### config.mk
export PLATFORM = sky130hd
export DESIGN_NAME = breakpoint_watchpoint_unit
export DESIGN_NICKNAME = d
export VERILOG_FILES = /design/src/sv/bwu_pkg.sv /design/src/sv/breakpoint_watchpoint_unit.sv
export VERILOG_INCLUDE_DIRS = /design/src /design/src/sv
export SDC_FILE = /design/constraint.sdc
export NUM_CORES = 1
export LEC_CHECK = 0
export ABC_AREA = 1
export BUFFER_PORTS_ARGS = -buffer_cell sky130_fd_sc_hd__buf_2
export CAP_MARGIN = 30
export CORE_UTILIZATION = 59
export CTS_CLUSTER_SIZE = 14
export DETAILED_ROUTE_END_ITERATION = 10
export PLACE_DENSITY = 0.75
export SLEW_MARGIN = 0
export SYNTH_ARGS = -nofsm -noshare
export SYNTH_HDL_FRONTEND = slang
export SYNTH_SLANG_ARGS = --single-unit
### constraint.sdc
create_clock -name aclk -period 5.5 [get_ports aclk]
set_input_delay 0.55 -clock aclk [delete_from_list [all_inputs] [get_ports aclk]]
set_output_delay 0.55 -clock aclk [all_outputs]
set_load 0.005 [all_outputs]
### src/sv/breakpoint_watchpoint_unit_macros.svh
// assertion macros shared by the debug match unit
`ifndef BREAKPOINT_WATCHPOINT_UNIT_MACROS_SVH
`define BREAKPOINT_WATCHPOINT_UNIT_MACROS_SVH

// same-cycle implication, held off while reset is active
`define BWU_ASSERT_SAME(label, clk, rstn, ante, cons, msg) \
    label: assert property (@(posedge clk) disable iff (!(rstn)) (ante) |-> (cons)) \
        else $error(msg);

// next-cycle implication, held off while reset is active
`define BWU_ASSERT_NEXT(label, clk, rstn, ante, cons, msg) \
    label: assert property (@(posedge clk) disable iff (!(rstn)) (ante) |=> (cons)) \
        else $error(msg);

`endif

### src/sv/bwu_pkg.sv
// shared codes and sizes for the debug match unit
`default_nettype none

package bwu_pkg;

    // default slot count of each address table
    localparam int TABLE_DEPTH_DEF = 8;
    // execute, read watch and write watch tables
    localparam int NUM_TABLES = 3;
    localparam int ADDR_W     = 32;

    typedef enum logic [1:0] {
        OP_ADD   = 2'd0,
        OP_DEL   = 2'd1,
        OP_CHECK = 2'd2
    } op_t;

    typedef enum logic [1:0] {
        KIND_EXEC  = 2'd0,
        KIND_READ  = 2'd1,
        KIND_WRITE = 2'd2
    } kind_t;

    typedef enum logic [1:0] {
        ST_DONE = 2'd0,
        ST_NOOP = 2'd1,
        ST_FULL = 2'd2
    } status_t;

endpackage

`default_nettype wire

### src/sv/breakpoint_watchpoint_unit.sv
// Debug address match unit: execute breakpoint, read watch and write watch tables.
// Each item adds, deletes or checks a 32-bit address in one of three tables of
// TABLE_DEPTH slots; every slot of the selected table is compared in parallel.
// The unit takes one item per cycle and returns one result per item: the input register
// takes the item at the accepting edge and the result register takes it when the result
// slot frees; the table update of an item is visible to the item right behind it.
// Back-pressure on the result side stalls the input side once both registers are full.
`default_nettype none
`include "breakpoint_watchpoint_unit_macros.svh"

module breakpoint_watchpoint_unit
    import bwu_pkg::*;
#(
    parameter int TABLE_DEPTH = TABLE_DEPTH_DEF
) (
    input  wire logic        aclk,
    input  wire logic        aresetn,
    input  wire logic        s_tvalid,
    output logic             s_tready,
    input  wire logic [31:0] s_tdata,   // [31:0] address
    input  wire logic [3:0]  s_tuser,   // [1:0] op, [3:2] kind
    output logic             m_tvalid,
    input  wire logic        m_tready,
    output logic [7:0]       m_tdata    // [0] triggered, [2:1] status, [7:3] zero
);

    // input stage
    logic              in_valid_reg;
    logic [1:0]        in_op_reg;
    logic [1:0]        in_kind_reg;
    logic [ADDR_W-1:0] in_addr_reg;

    // result stage
    logic              out_valid_reg;
    logic              out_trig_reg;
    logic [1:0]        out_status_reg;

    // address tables and their valid bits
    logic [NUM_TABLES-1:0][TABLE_DEPTH-1:0][ADDR_W-1:0] addr_reg;
    logic [NUM_TABLES-1:0][TABLE_DEPTH-1:0]             valid_reg;
    logic [NUM_TABLES-1:0][TABLE_DEPTH-1:0]             valid_next;

    logic                                   advance;
    logic                                   kind_ok;
    logic [TABLE_DEPTH-1:0]                 sel_valid;
    logic [TABLE_DEPTH-1:0][ADDR_W-1:0]     sel_addr;
    logic [TABLE_DEPTH-1:0]                 hit_vec;
    logic [TABLE_DEPTH-1:0]                 free_vec;
    logic [TABLE_DEPTH-1:0]                 first_free;
    logic [TABLE_DEPTH-1:0]                 sel_valid_next;
    logic                                   do_write;
    logic                                   trig_next;
    logic [1:0]                             status_next;

    // item moves from input stage to result stage when the result slot frees
    assign advance  = in_valid_reg && (!out_valid_reg || m_tready);
    assign s_tready = !in_valid_reg || advance;

    assign m_tvalid = out_valid_reg;
    assign m_tdata  = {5'b0, out_status_reg, out_trig_reg};

    // table select
    always_comb begin
        kind_ok   = 1'b0;
        sel_valid = '0;
        sel_addr  = '0;
        unique case (in_kind_reg)
            KIND_EXEC, KIND_READ, KIND_WRITE: begin
                kind_ok   = 1'b1;
                sel_valid = valid_reg[in_kind_reg];
                sel_addr  = addr_reg[in_kind_reg];
            end
            default: begin
                kind_ok = 1'b0;
            end
        endcase
    end

    // parallel compare and lowest free slot
    always_comb begin
        for (int i = 0; i < TABLE_DEPTH; i++) begin
            hit_vec[i] = sel_valid[i] && (sel_addr[i] == in_addr_reg);
        end
        free_vec   = ~sel_valid;
        first_free = free_vec & (~free_vec + TABLE_DEPTH'(1));
    end

    // operation decode
    always_comb begin
        trig_next      = 1'b0;
        status_next    = ST_NOOP;
        do_write       = 1'b0;
        sel_valid_next = sel_valid;
        if (kind_ok) begin
            unique case (in_op_reg)
                OP_ADD: begin
                    if (|hit_vec) begin
                        status_next = ST_NOOP;
                    end else if (|free_vec) begin
                        status_next    = ST_DONE;
                        do_write       = 1'b1;
                        sel_valid_next = sel_valid | first_free;
                    end else begin
                        status_next = ST_FULL;
                    end
                end
                OP_DEL: begin
                    if (|hit_vec) begin
                        status_next    = ST_DONE;
                        sel_valid_next = sel_valid & ~hit_vec;
                    end else begin
                        status_next = ST_NOOP;
                    end
                end
                OP_CHECK: begin
                    trig_next   = |hit_vec;
                    status_next = ST_DONE;
                end
                default: begin
                    status_next = ST_NOOP;
                end
            endcase
        end
    end

    // valid bit update for the selected table
    always_comb begin
        valid_next = valid_reg;
        for (int t = 0; t < NUM_TABLES; t++) begin
            if (advance && kind_ok && (in_kind_reg == 2'(t))) begin
                valid_next[t] = sel_valid_next;
            end
        end
    end

    // control registers
    always_ff @(posedge aclk) begin
        if (!aresetn) begin
            in_valid_reg  <= 1'b0;
            out_valid_reg <= 1'b0;
            valid_reg     <= '0;
        end else begin
            valid_reg <= valid_next;
            if (s_tvalid && s_tready) begin
                in_valid_reg <= 1'b1;
            end else if (advance) begin
                in_valid_reg <= 1'b0;
            end
            if (advance) begin
                out_valid_reg <= 1'b1;
            end else if (m_tready) begin
                out_valid_reg <= 1'b0;
            end
        end
    end

    // payload registers
    always_ff @(posedge aclk) begin
        if (s_tvalid && s_tready) begin
            in_op_reg   <= s_tuser[1:0];
            in_kind_reg <= s_tuser[3:2];
            in_addr_reg <= s_tdata;
        end
        if (advance) begin
            out_trig_reg   <= trig_next;
            out_status_reg <= status_next;
        end
        // store a new address in the lowest free slot
        for (int t = 0; t < NUM_TABLES; t++) begin
            for (int i = 0; i < TABLE_DEPTH; i++) begin
                if (advance && do_write && (in_kind_reg == 2'(t)) && first_free[i]) begin
                    addr_reg[t][i] <= in_addr_reg;
                end
            end
        end
    end

    // a table never holds one address twice
    `BWU_ASSERT_SAME(a_no_dup_hit, aclk, aresetn, in_valid_reg, $onehot0(hit_vec),
        "address matches more than one slot")
    // a check leaves every table unchanged
    `BWU_ASSERT_NEXT(a_check_keeps_tables, aclk, aresetn,
        advance && (in_op_reg == OP_CHECK), $stable(valid_reg),
        "check item changed a table")
    // full is only reported when every slot of the table is taken
    `BWU_ASSERT_SAME(a_full_means_full, aclk, aresetn,
        advance && (status_next == ST_FULL), &sel_valid,
        "full reported with a free slot")
    // a trigger always comes with status done
    `BWU_ASSERT_SAME(a_trig_done, aclk, aresetn, out_valid_reg && out_trig_reg,
        out_status_reg == ST_DONE, "trigger without done status")

endmodule

`default_nettype wire

Word level (Yosys, flattened, before mapping)
Cells that the tools add are included.
- register bits after elaboration: 833
- word-level logic and storage cells: 132
- output and inout bits: 10
- add/sub/neg operators: 1
- muxes and demuxes: 24
- equality and inequality tests: 12
- bitwise gates (word level): 6
- reductions and logical operators: 54
- magnitude comparators: 1
- operators with widths (operator ; count):
    256-bit binary-select mux with 2-bit select ; 1
    256-bit 2-to-1 mux ; 2
    32-bit == test ; 8
    8-bit 2-to-1 mux ; 6
    1-bit logical AND ; 42
    8-bit NOT ; 3
    8-bit bitwise AND ; 2
    8-bit binary-select mux with 2-bit select ; 1
    8-bit one-hot mux with 2 select lines ; 1
    8-bit OR reduction ; 2
    1-bit 2-to-1 mux ; 10
    8-bit by 1-bit adder with 8-bit output (second input constant) ; 1
    8-bit OR ; 1
    2-bit one-hot mux with 3 select lines ; 1
    2-bit by 1-bit == test with 1-bit output (second input constant) ; 2
    2-bit == test (second input constant) ; 2
    2-bit zero test ; 2
    2-bit 2-to-1 mux ; 2
    2-bit nonzero test ; 2
    2-bit by 3-bit less-than comparator with 1-bit output (second input constant) ; 1
    3-bit OR reduction ; 1
    1-bit zero test ; 2
    1-bit logical OR ; 2
    2-bit AND reduction ; 1

Logic depth before layout (Yosys ltp)
Gate-level depths: netlist of the first run.
- depth in word-level cells: 12
- depth in mapped cells: 23
- gate-level depth less buffers: 20

Worst setup path after synthesis of the first run
OpenSTA, ideal clock, no wires.
- path kind: register to register
- start point: register in_kind_reg[1]
- end point: register addr_reg[0] (netlist bit), enable pin
- path buffers: 3
- arrival: 3.617 ns
- cell stages (with the launch flop): 19
- path slack: 1.462 ns
- data required time: 5.079 ns
- cell sequence: edfxtp_1 > buf_4 > nor2_2 > buf_2 > buf_2 > nand2_1 > nand3_1 > nand2_1 > nand4_1 > nor2_1 > nand2_1 > nor2_1 > nand3_1 > nand2_1 > nor2_4 > nand2_4 > nor4_4 > nand2_2 > nor2_1
- cells in the longest elaborated chain, start to end: 12
- elaborated cells on any way between the ends: 40
- ends and longest elaborated chain (element ; line ; text):
    start, declared ; breakpoint_watchpoint_unit.sv:30 ; logic [1:0] in_kind_reg;
    start signal, assigned ; breakpoint_watchpoint_unit.sv:161 ; in_kind_reg <= s_tuser[3:2];
    256-bit binary-select mux with 2-bit select, or another cell as far along ; breakpoint_watchpoint_unit.sv:71 ; sel_addr = addr_reg[in_kind_reg];
    256-bit 2-to-1 mux (implied by the code), or another cell as far along ; breakpoint_watchpoint_unit.sv:71 ;
    256-bit 2-to-1 mux / 8-bit 2-to-1 mux (equally long branches) ; breakpoint_watchpoint_unit.sv:67 ; unique case (in_kind_reg)
    32-bit == test / 8-bit NOT (equally long branches) ; breakpoint_watchpoint_unit.sv:82, breakpoint_watchpoint_unit.sv:84 ;
    1-bit logical AND / 8-bit OR reduction (equally long branches) ; breakpoint_watchpoint_unit.sv:82, breakpoint_watchpoint_unit.sv:99 ;
    8-bit OR reduction / 1-bit 2-to-1 mux (equally long branches) ; breakpoint_watchpoint_unit.sv:97, breakpoint_watchpoint_unit.sv:99 ;
    1-bit 2-to-1 mux ; breakpoint_watchpoint_unit.sv:97 ; if (|hit_vec) begin
    1-bit 2-to-1 mux ; breakpoint_watchpoint_unit.sv:95 ; unique case (in_op_reg)
    1-bit 2-to-1 mux ; breakpoint_watchpoint_unit.sv:94 ; if (kind_ok) begin
    1-bit logical AND (2 in series) ; breakpoint_watchpoint_unit.sv:171 ; if (advance && do_write && (in_kind_reg == 2'(t)) && first_free[i]) begin
    1-bit logical AND * ; breakpoint_watchpoint_unit.sv:171 ;
    end signal, assigned by index ; breakpoint_watchpoint_unit.sv:172 ; addr_reg[t][i] <= in_addr_reg;
    end, declared ; breakpoint_watchpoint_unit.sv:39 ; logic [NUM_TABLES-1:0][TABLE_DEPTH-1:0][ADDR_W-1:0] addr_reg;
Every way passes the cells marked *; elsewhere a longest branch is shown, timed or not. The select of a mux whose other input is x is not followed.
A chain may end at the register's enable or synchronous reset.

Final worst setup path of the first run
- start point: register in_kind_reg[1]
- end point: register addr_reg[297] (netlist bit), enable pin
- cells in the longest elaborated chain, start to end: 12
- elaborated cells on any way between the ends: 40
- ends and longest elaborated chain (element ; line):
    256-bit binary-select mux with 2-bit select, or another cell as far along ; breakpoint_watchpoint_unit.sv:71
    256-bit 2-to-1 mux (implied by the code), or another cell as far along ; breakpoint_watchpoint_unit.sv:71
    256-bit 2-to-1 mux / 8-bit 2-to-1 mux (equally long branches) ; breakpoint_watchpoint_unit.sv:67
    32-bit == test / 8-bit NOT (equally long branches) ; breakpoint_watchpoint_unit.sv:82, breakpoint_watchpoint_unit.sv:84
    1-bit logical AND / 8-bit OR reduction (equally long branches) ; breakpoint_watchpoint_unit.sv:82, breakpoint_watchpoint_unit.sv:99
    8-bit OR reduction / 1-bit 2-to-1 mux (equally long branches) ; breakpoint_watchpoint_unit.sv:97, breakpoint_watchpoint_unit.sv:99
    1-bit 2-to-1 mux ; breakpoint_watchpoint_unit.sv:97
    1-bit 2-to-1 mux ; breakpoint_watchpoint_unit.sv:95
    1-bit 2-to-1 mux ; breakpoint_watchpoint_unit.sv:94
    1-bit logical AND (2 in series) ; breakpoint_watchpoint_unit.sv:171
    1-bit logical AND * ; breakpoint_watchpoint_unit.sv:171
Marked as above.

==> results.md, run 1 <==
- Status: completed
- Critical path's most frequent cell: nand2_1
- Vias in the first global route: roughly 26000
- Max IR drop VDD: between 0.0002 and 0.00025 V
- R2R cell count: 19
- Root Driver: clkbuf_16
- Initial antenna violation count: 0
- Kind of critical path: reg2reg
- Post-CTS Resized: 0
- CP Launch Point: in_kind_reg[1]
- Synth Cell Area: 35900 sq um
- Final antenna-violating net count: 0
- Post-synthesis sequential area ratio: around 70%
- Die Area: between 60000 and 70000 sq um
- WHS Path Cells: 1
- Crit path required time: between 5 and 6 ns
- Grt total ovfl: 0
- Starting Density: 59.6%
- Layout Skew: 0.0262 ns
- Slew headroom: about two fifths
- Worst Path Arrival: ~5.2 ns
- CP max stage cell: nor2_4
- Final WL: around 100000 um
- Worst slew pin tran: approximately 0.87 ns
- Netlist cell types: 31
- Fin. Hold Viols: 0
- IO Count: 50
- Post-route cell area: about 40000 sq um
- Overall die height: 249 um
- Final nets: between 3000 and 4000
- Diode count: 0
- Hold Crit Start: s_tdata[8]
- Drt via density: about 6.3
- Number of placement rows: 90
- Port Buffers: 44
- Worst Setup Slack, final: 0.532 ns
- Mean post-synth cell area: 10.7 sq um
- Final worst-path cycle share: 90.3%
- CTS tree: yes
- Layout cells sized above 1: under 10%
- Setup TNS: 0 ns
- First-pass GRT wire length: around 150000 um
- Gr usage total: between 30% and 40%
- Cell Area, Placed: 37600 sq um
- Cell family with most CP delay: simple AND/OR/NAND/NOR gates
- Hold_buf cts: 0
- Clock buffer depth: 3
- Later-pin clock latency in the skew report: 0.64 ns
- R2R Setup Slk: approximately 0.53 ns
- DRT iter0 DRCs: 3788
- DP HPWL: 60300 um
- Drt wl/cell: approximately 24 um
- #FFs+latches synth: around 830
- # Post-CTS Setup Buffers: 0
- DR DRC count: 0
- Startpoint Class: flip-flop
- Core Util, Final: around two thirds
- RR Endpoint: addr_reg[297]
- Synth Instances: 3356
- Lkg Pwr: ~15 nW
- Cell Pwr Density: between 300 and 400 nW/um^2
- TritonCTS Buffers: 84
- FMAX: between 200 and 250 MHz
- Core Area: between 60000 and 70000 sq um
- Reg2Reg Launch Point: in_kind_reg[1]
- Routed via count: about 27000
- Worst slack, placed: around 0.63 ns
- Slew Limit Fails: 0
- GP Congestion: approximately 0.9
- Critical Path Max Stage Delay: ~0.69 ns
- Final min period: between 4 and 5 ns
- Die X: between 200 and 250 um
- Ys Warns: 0
- Worst hold path class: in2reg
- Layout area overhead: 11.9%
- Clock Pin Slew Worst Setup and Hold Paths: 0.06 ns
- # setup viols final: 0
- Max-cap violations: 0
- CP Buf/Inv Count: 3
- First drt pass iteration count: 8
- Worst Hold Path EP: in_addr_reg[8]
- H-tree depth: 3
- CP max FO: 23
- RSZ-0062 raised after global routing: no
- Max reg flops: between 700 and 800
- Pin count of the biggest net entering global routing: 95
- CP Capture Type: flip-flop
- Clock sink count: ~830
- CP Cell Sequence: nor2_4, buf_4, nand2_1, nand3_1, nand2_1, nand2_1, inv_1, nand2_1, nor2_1, nand2_1, nor2_1, nand3_1, nand2_1, nor2_4, nand2_4, nor4_4, nand2_2, nor2_4, buf_4
==> layout make-up <==
class | count | area (sq um)
Sequential cell | 833 | 24800
Fill cell | 4326 | 20100
Multi-Input combinational cell | 2252 | 10100
Clock buffer | 107 | 2260
Timing Repair Buffer | 145 | 1280
Tap cell | 782 | 978
Inverter | 120 | 454
Clock inverter | 38 | 313
==> stage by stage <==
| stage | hold WS, ns | std cells | total power, mW |
|---|---|---|---|
| floorplan | 0.494 | 3360 | 7.72 |
| global placement | 0.488 | 4130 | 8.00 |
| detailed placement | 0.522 | 4131 | 8.04 |
| CTS | 0.0610 | 4276 | 13.4 |
| global route | 0.0654 | 4277 | 13.7 |
| finish | 0.0835 | 4277 | 13.4 |
==> synthesized netlist by cell type <==
cell type	instances	area (sq um)
inv_2	2	7.51
nor2_8	1	20.0
inv_1	116	435
inv_4	1	6.26
nand2_4	1	11.3
nor4_1	7	43.8
nand4_1	271	1700
clkinv_1	1	3.75
dfxtp_1	26	521
nand3_1	492	2460
buf_1	15	56.3
o21ai_0	19	95.1
nand2_1	1275	4790
a21oi_2	3	26.3
buf_6	4	45.0
nor2_1	142	533
nand3b_1	1	7.51
buf_2	77	385
clkbuf_1	43	161
nor2_4	3	33.8
buf_4	16	120
nand2_2	3	18.8
conb_1	1	3.75
nor4_4	1	21.3
o21ai_1	2	10.0
a221oi_2	2	30.0
nor2_2	1	6.26
edfxtp_1	807	24200
nor3_2	1	10.0
a21oi_1	18	90.1
o21a_1	4	30.0
==> worst max-delay path by stage <==
| stage | slack, ns | to | cells after the start |
|---|---|---|---|
| global route | 0.27 | addr_reg[292] | 19 |
| CTS | 0.60 | addr_reg[300] | 17 |
| global placement | 0.72 | addr_reg[307] | 18 |
| floorplan | 1.46 | addr_reg[0] | 18 |
| finish | 0.53 | addr_reg[297] | 19 |
| detailed placement | 0.63 | addr_reg[307] | 17 |
==> kinds of logic after synthesis <==
| family | count (synthesis) | synth area share, % |
|---|---|---|
| buffers and inverters | 275 | 3.40 |
| other | 1 | 0.0104 |
| AND/OR/NAND/NOR | 2199 | 26.9 |
| AO/OA/AOI/OAI | 48 | 0.784 |
| flip-flops | 833 | 68.9 |
==> layer usage <==
layer | GRT usage, % | vias up | routed length [um]
li1 | - | 12017 | -
met4 | 18.5 | 0 | 6000
met1 | 42.2 | 12820 | 36800
met3 | 8.23 | 369 | 12100
met2 | 51.9 | 1748 | 47700
met5 | 0 | - | 0
==> placed cells by master (no fill, tap or decap), types with 18 or more instances in the layout <==
master,n
a21oi_1,18
buf_12,22
buf_2,44
buf_4,77
clkbuf_1,19
clkbuf_16,87
dfxtp_1,26
edfxtp_1,807
inv_1,115
nand2_1,1275
nand3_1,492
nand4_1,271
nor2_1,118
nor2_4,28
o21ai_0,19
==> report_power, final <==
group / internal (mW) / total, mW / leakage (nW) / switching (mW)
clock: 3.09 / 5.45 / 1.26 / 2.36
sequential: 6.99 / 7.01 / 7.49 / 0.0272
combinational: 0.249 / 0.919 / 6.36 / 0.670
total: 10.3 / 13.4 / 15.1 / 3.06
(Power assumes the default switching activity.)
==> inputs of run 2 (changes only) <==
--- a/config.mk
+++ b/config.mk
@@ -9,6 +9,7 @@
 export ABC_AREA = 1
 export BUFFER_PORTS_ARGS = -buffer_cell sky130_fd_sc_hd__buf_2
 export CAP_MARGIN = 30
+export CORE_MARGIN = 2
 export CORE_UTILIZATION = 59
 export CTS_CLUSTER_SIZE = 14
 export DETAILED_ROUTE_END_ITERATION = 10
==> constraint.sdc (replaced) <==
create_clock -name aclk -period 5.5 [get_ports aclk]
set_input_delay 0.55 -clock aclk [delete_from_list [all_inputs] [get_ports aclk]]
set_output_delay 0.55 -clock aclk [all_outputs]
set_load 0.05 [all_outputs]
==> results.md, run 2 (synthesized netlist as in run 1, its figures left out) <==
- Diode count: 0 (unchanged)
- GRT met3 Usage: 6.83% (-1.4 points)
- Initial antenna violation count: 3 (+3)
- Routed via count: 27332 (+1.4%)
- Cell family with most CP delay: simple AND/OR/NAND/NOR gates
- Cell internal pwr: 10.7 mW (+3.2%)
- Hold_buf cts: 0 (unchanged)
- Grt met2 use: 53.2% (+1.3 points)
- Die X: 251 um (+0.80%)
- Most frequent cells in the layout: nand2_1, edfxtp_1, nand3_1
- Clock share of power: 42.4% (+1.7 points)
- Final min period: 5.13 ns (+0.159 ns)
- Final worst-path cycle share: 93.2% (+2.9 points)
- # setup viols final: 0 (unchanged)
- Fin cells: 4308 (+0.72%)
- DR DRC count: 0 (unchanged)
- Clock buffer depth: 3 (unchanged)
- R2R cell count: 18 (-1)
- Slew headroom: 25.5% (-16 points)
- CP Buf/Inv Count: 3 (unchanged)
- Core Area: 60200 sq um (unchanged)
- Drt via density: 6.34 (+0.67%)
- Global route hottest layer: met2
- Grt total ovfl: 0 (unchanged)
- Lkg Pwr: 15.3 nW (+1.3%)
- First-pass GRT wire length: 158000 um (+3.1%)
- Worst Path Arrival: 5.45 ns (+0.21 ns)
- Drt wl/cell: 24.5 um (+2.0%)
- Cell Pwr Density: 341 nW/um^2 (+2.3%)
- Fin. Hold Viols: 0 (unchanged)
- Post-CTS Resized: 0 (unchanged)
- # Post-CTS Setup Buffers: 0 (unchanged)
- Max IR drop VDD: 0.000262 V (+8.3%)
- Net Sw Frac: 22.9% (+0.070 points)
- TritonCTS Buffers: 85 (+1.2%)
- CTS tree: yes
- Clock sink count: 833 (unchanged)
- Starting Density: 59.6% (unchanged)
- Port Buffers: 44 (unchanged)
- Critical path's most frequent cell: nand2_1
- R2R Setup Slk: 0.37 ns (-0.16 ns)
- Overall die height: 251 um (+0.80%)
- GP Congestion: 0.915 (+0.78%)
- Root Driver: clkbuf_16
- Layout Skew: 0.0282 ns (+0.00201 ns)
- First drt pass iteration count: 8 (unchanged)
- Net Switching: 3.17 mW (+3.6%)
- CP max FO: 108 (+370%)
- Setup TNS: 0 ns (unchanged)
- DRT iter0 DRCs: 3592 (-5.2%)
- Pin count of the biggest net entering global routing: 109 (+15%)
- Flop pwr share: 50.7% (-1.7 points)
- Die Area: 62900 sq um (+1.6%)
- FMAX: 195 MHz (-3.1%)
- Gr usage total: 33.7% (+0.71 points)
- Later-pin clock latency in the skew report: 0.65 ns (about the same)
- Worst hold path class: in2reg
- Number of placement rows: 90 (unchanged)
- Final WL: 105000 um (+2.7%)
- Vias in the first global route: 26606 (+2.0%)
- Commonest non-fill, non-tap cell in the layout: nand2_1
- Slew Limit Fails: 0 (unchanged)
- RSZ-0062 raised after global routing: no
- CP max stage cell: edfxtp_1
- Startpoint Class: flip-flop
- Status: completed
- Final nets: 3494 (+0.52%)
- Layout cells sized above 1: 9.53% (+0.86 points)
- Met1 Use GR: 44.8% (+2.6 points)
- Final antenna-violating net count: 0 (unchanged)
- CP Capture Type: flip-flop
- Placed Instances: 4149 (+0.44%)
- Worst Setup Slack, final: 0.373 ns (-0.159 ns)
- Layout area overhead: 12.9%
- CP Depth: 18 (-1)
- WHS Path Cells: 1 (unchanged)
- Max-cap violations: 0 (unchanged)
- Critical Path Max Stage Delay: 0.47 ns (-0.22 ns)
- Clock Pin Slew Worst Setup and Hold Paths: 0.06 ns (about the same)
- Logic pwr share: 6.8% (about the same)
- DP HPWL: 62500 um (+3.7%)
- Max reg flops: 768 (unchanged)
- IO Count: 50 (unchanged)
- Worst slack, placed: 0.527 ns (-0.103 ns)
- CP Cell Sequence: buf_12, nor2_4, buf_12, nand2_1, nand4_1, nand2_1, nand2_1, nor2_1, nand2_1, nor2_1, nand3_1, nand2_1, nor2_4, nand2_4, nor4_4, nand2_2, nor2_4, buf_12
- H-tree depth: 3 (unchanged)
- Crit path required time: 5.83 ns (+0.06 ns)
- Kind of critical path: reg2reg
- Worst slew pin tran: 1.11 ns (+0.233 ns)
[run 2: area by class of cell]
cell class	instances	area [sq um]
repair buffers	162	1390
multi-input cells	2252	10100
inverters	120	454
fillers	4215	19700
clock inverters	51	514
clock buffers	108	2320
flip-flops and latches	833	24800
well taps	782	978
[run 2: final timing paths]
check / startpoint / end
worst max-delay path: in_kind_reg[1] / addr_reg[153]
worst min-delay path: s_tdata[12] / in_addr_reg[12]
worst max register to register: in_kind_reg[1] / addr_reg[153]
worst min register to register: m_tvalid / m_tvalid
[run 2: stage by stage]
stage | hold WS (ns) | util (%) | power [mW] | instance area (sq um)
floorplan | 0.494 | - | 7.73 | 35900
global placement | 0.486 | 62.5 | 8.03 | 37700
detailed placement | 0.507 | 62.6 | 8.07 | 37700
CTS | 0.0613 | 67.3 | 13.8 | 40500
global route | 0.0731 | 67.3 | 14.2 | 40500
finish | 0.0802 | 67.3 | 13.8 | 40500
[run 2: power by group through the flow]
| stage | clock, mW | combinational (mW) | sequential [mW] |
|---|---|---|---|
| global route | 6.14 | 1.02 | 7.02 |
| CTS | 5.88 | 0.923 | 7.02 |
| global placement | 0 | 0.880 | 7.15 |
| finish | 5.87 | 0.942 | 7.02 |
| detailed placement | 0 | 0.915 | 7.15 |
| floorplan | 0 | 0.557 | 7.18 |
[run 2: per-layer routing]
layer	wire length [um]	vias up
met5	13	-
met1	38800	13020
met2	48700	1879
met4	5370	2
met3	12500	355
li1	-	12076
[run 2: worst reg2reg max path: stages (launching register included)]
cell      delay, ns
edfxtp_1       0.47
buf_12         0.33
nor2_4         0.49
buf_12         0.48
nand2_1        0.22
nand4_1        0.11
nand2_1        0.10
nand2_1        0.07
nor2_1         0.07
nand2_1        0.28
nor2_1         0.09
nand3_1        0.13
nand2_1        0.15
nor2_4         0.31
nand2_4        0.18
nor4_4         0.28
nand2_2        0.35
nor2_4         0.45
buf_12         0.26
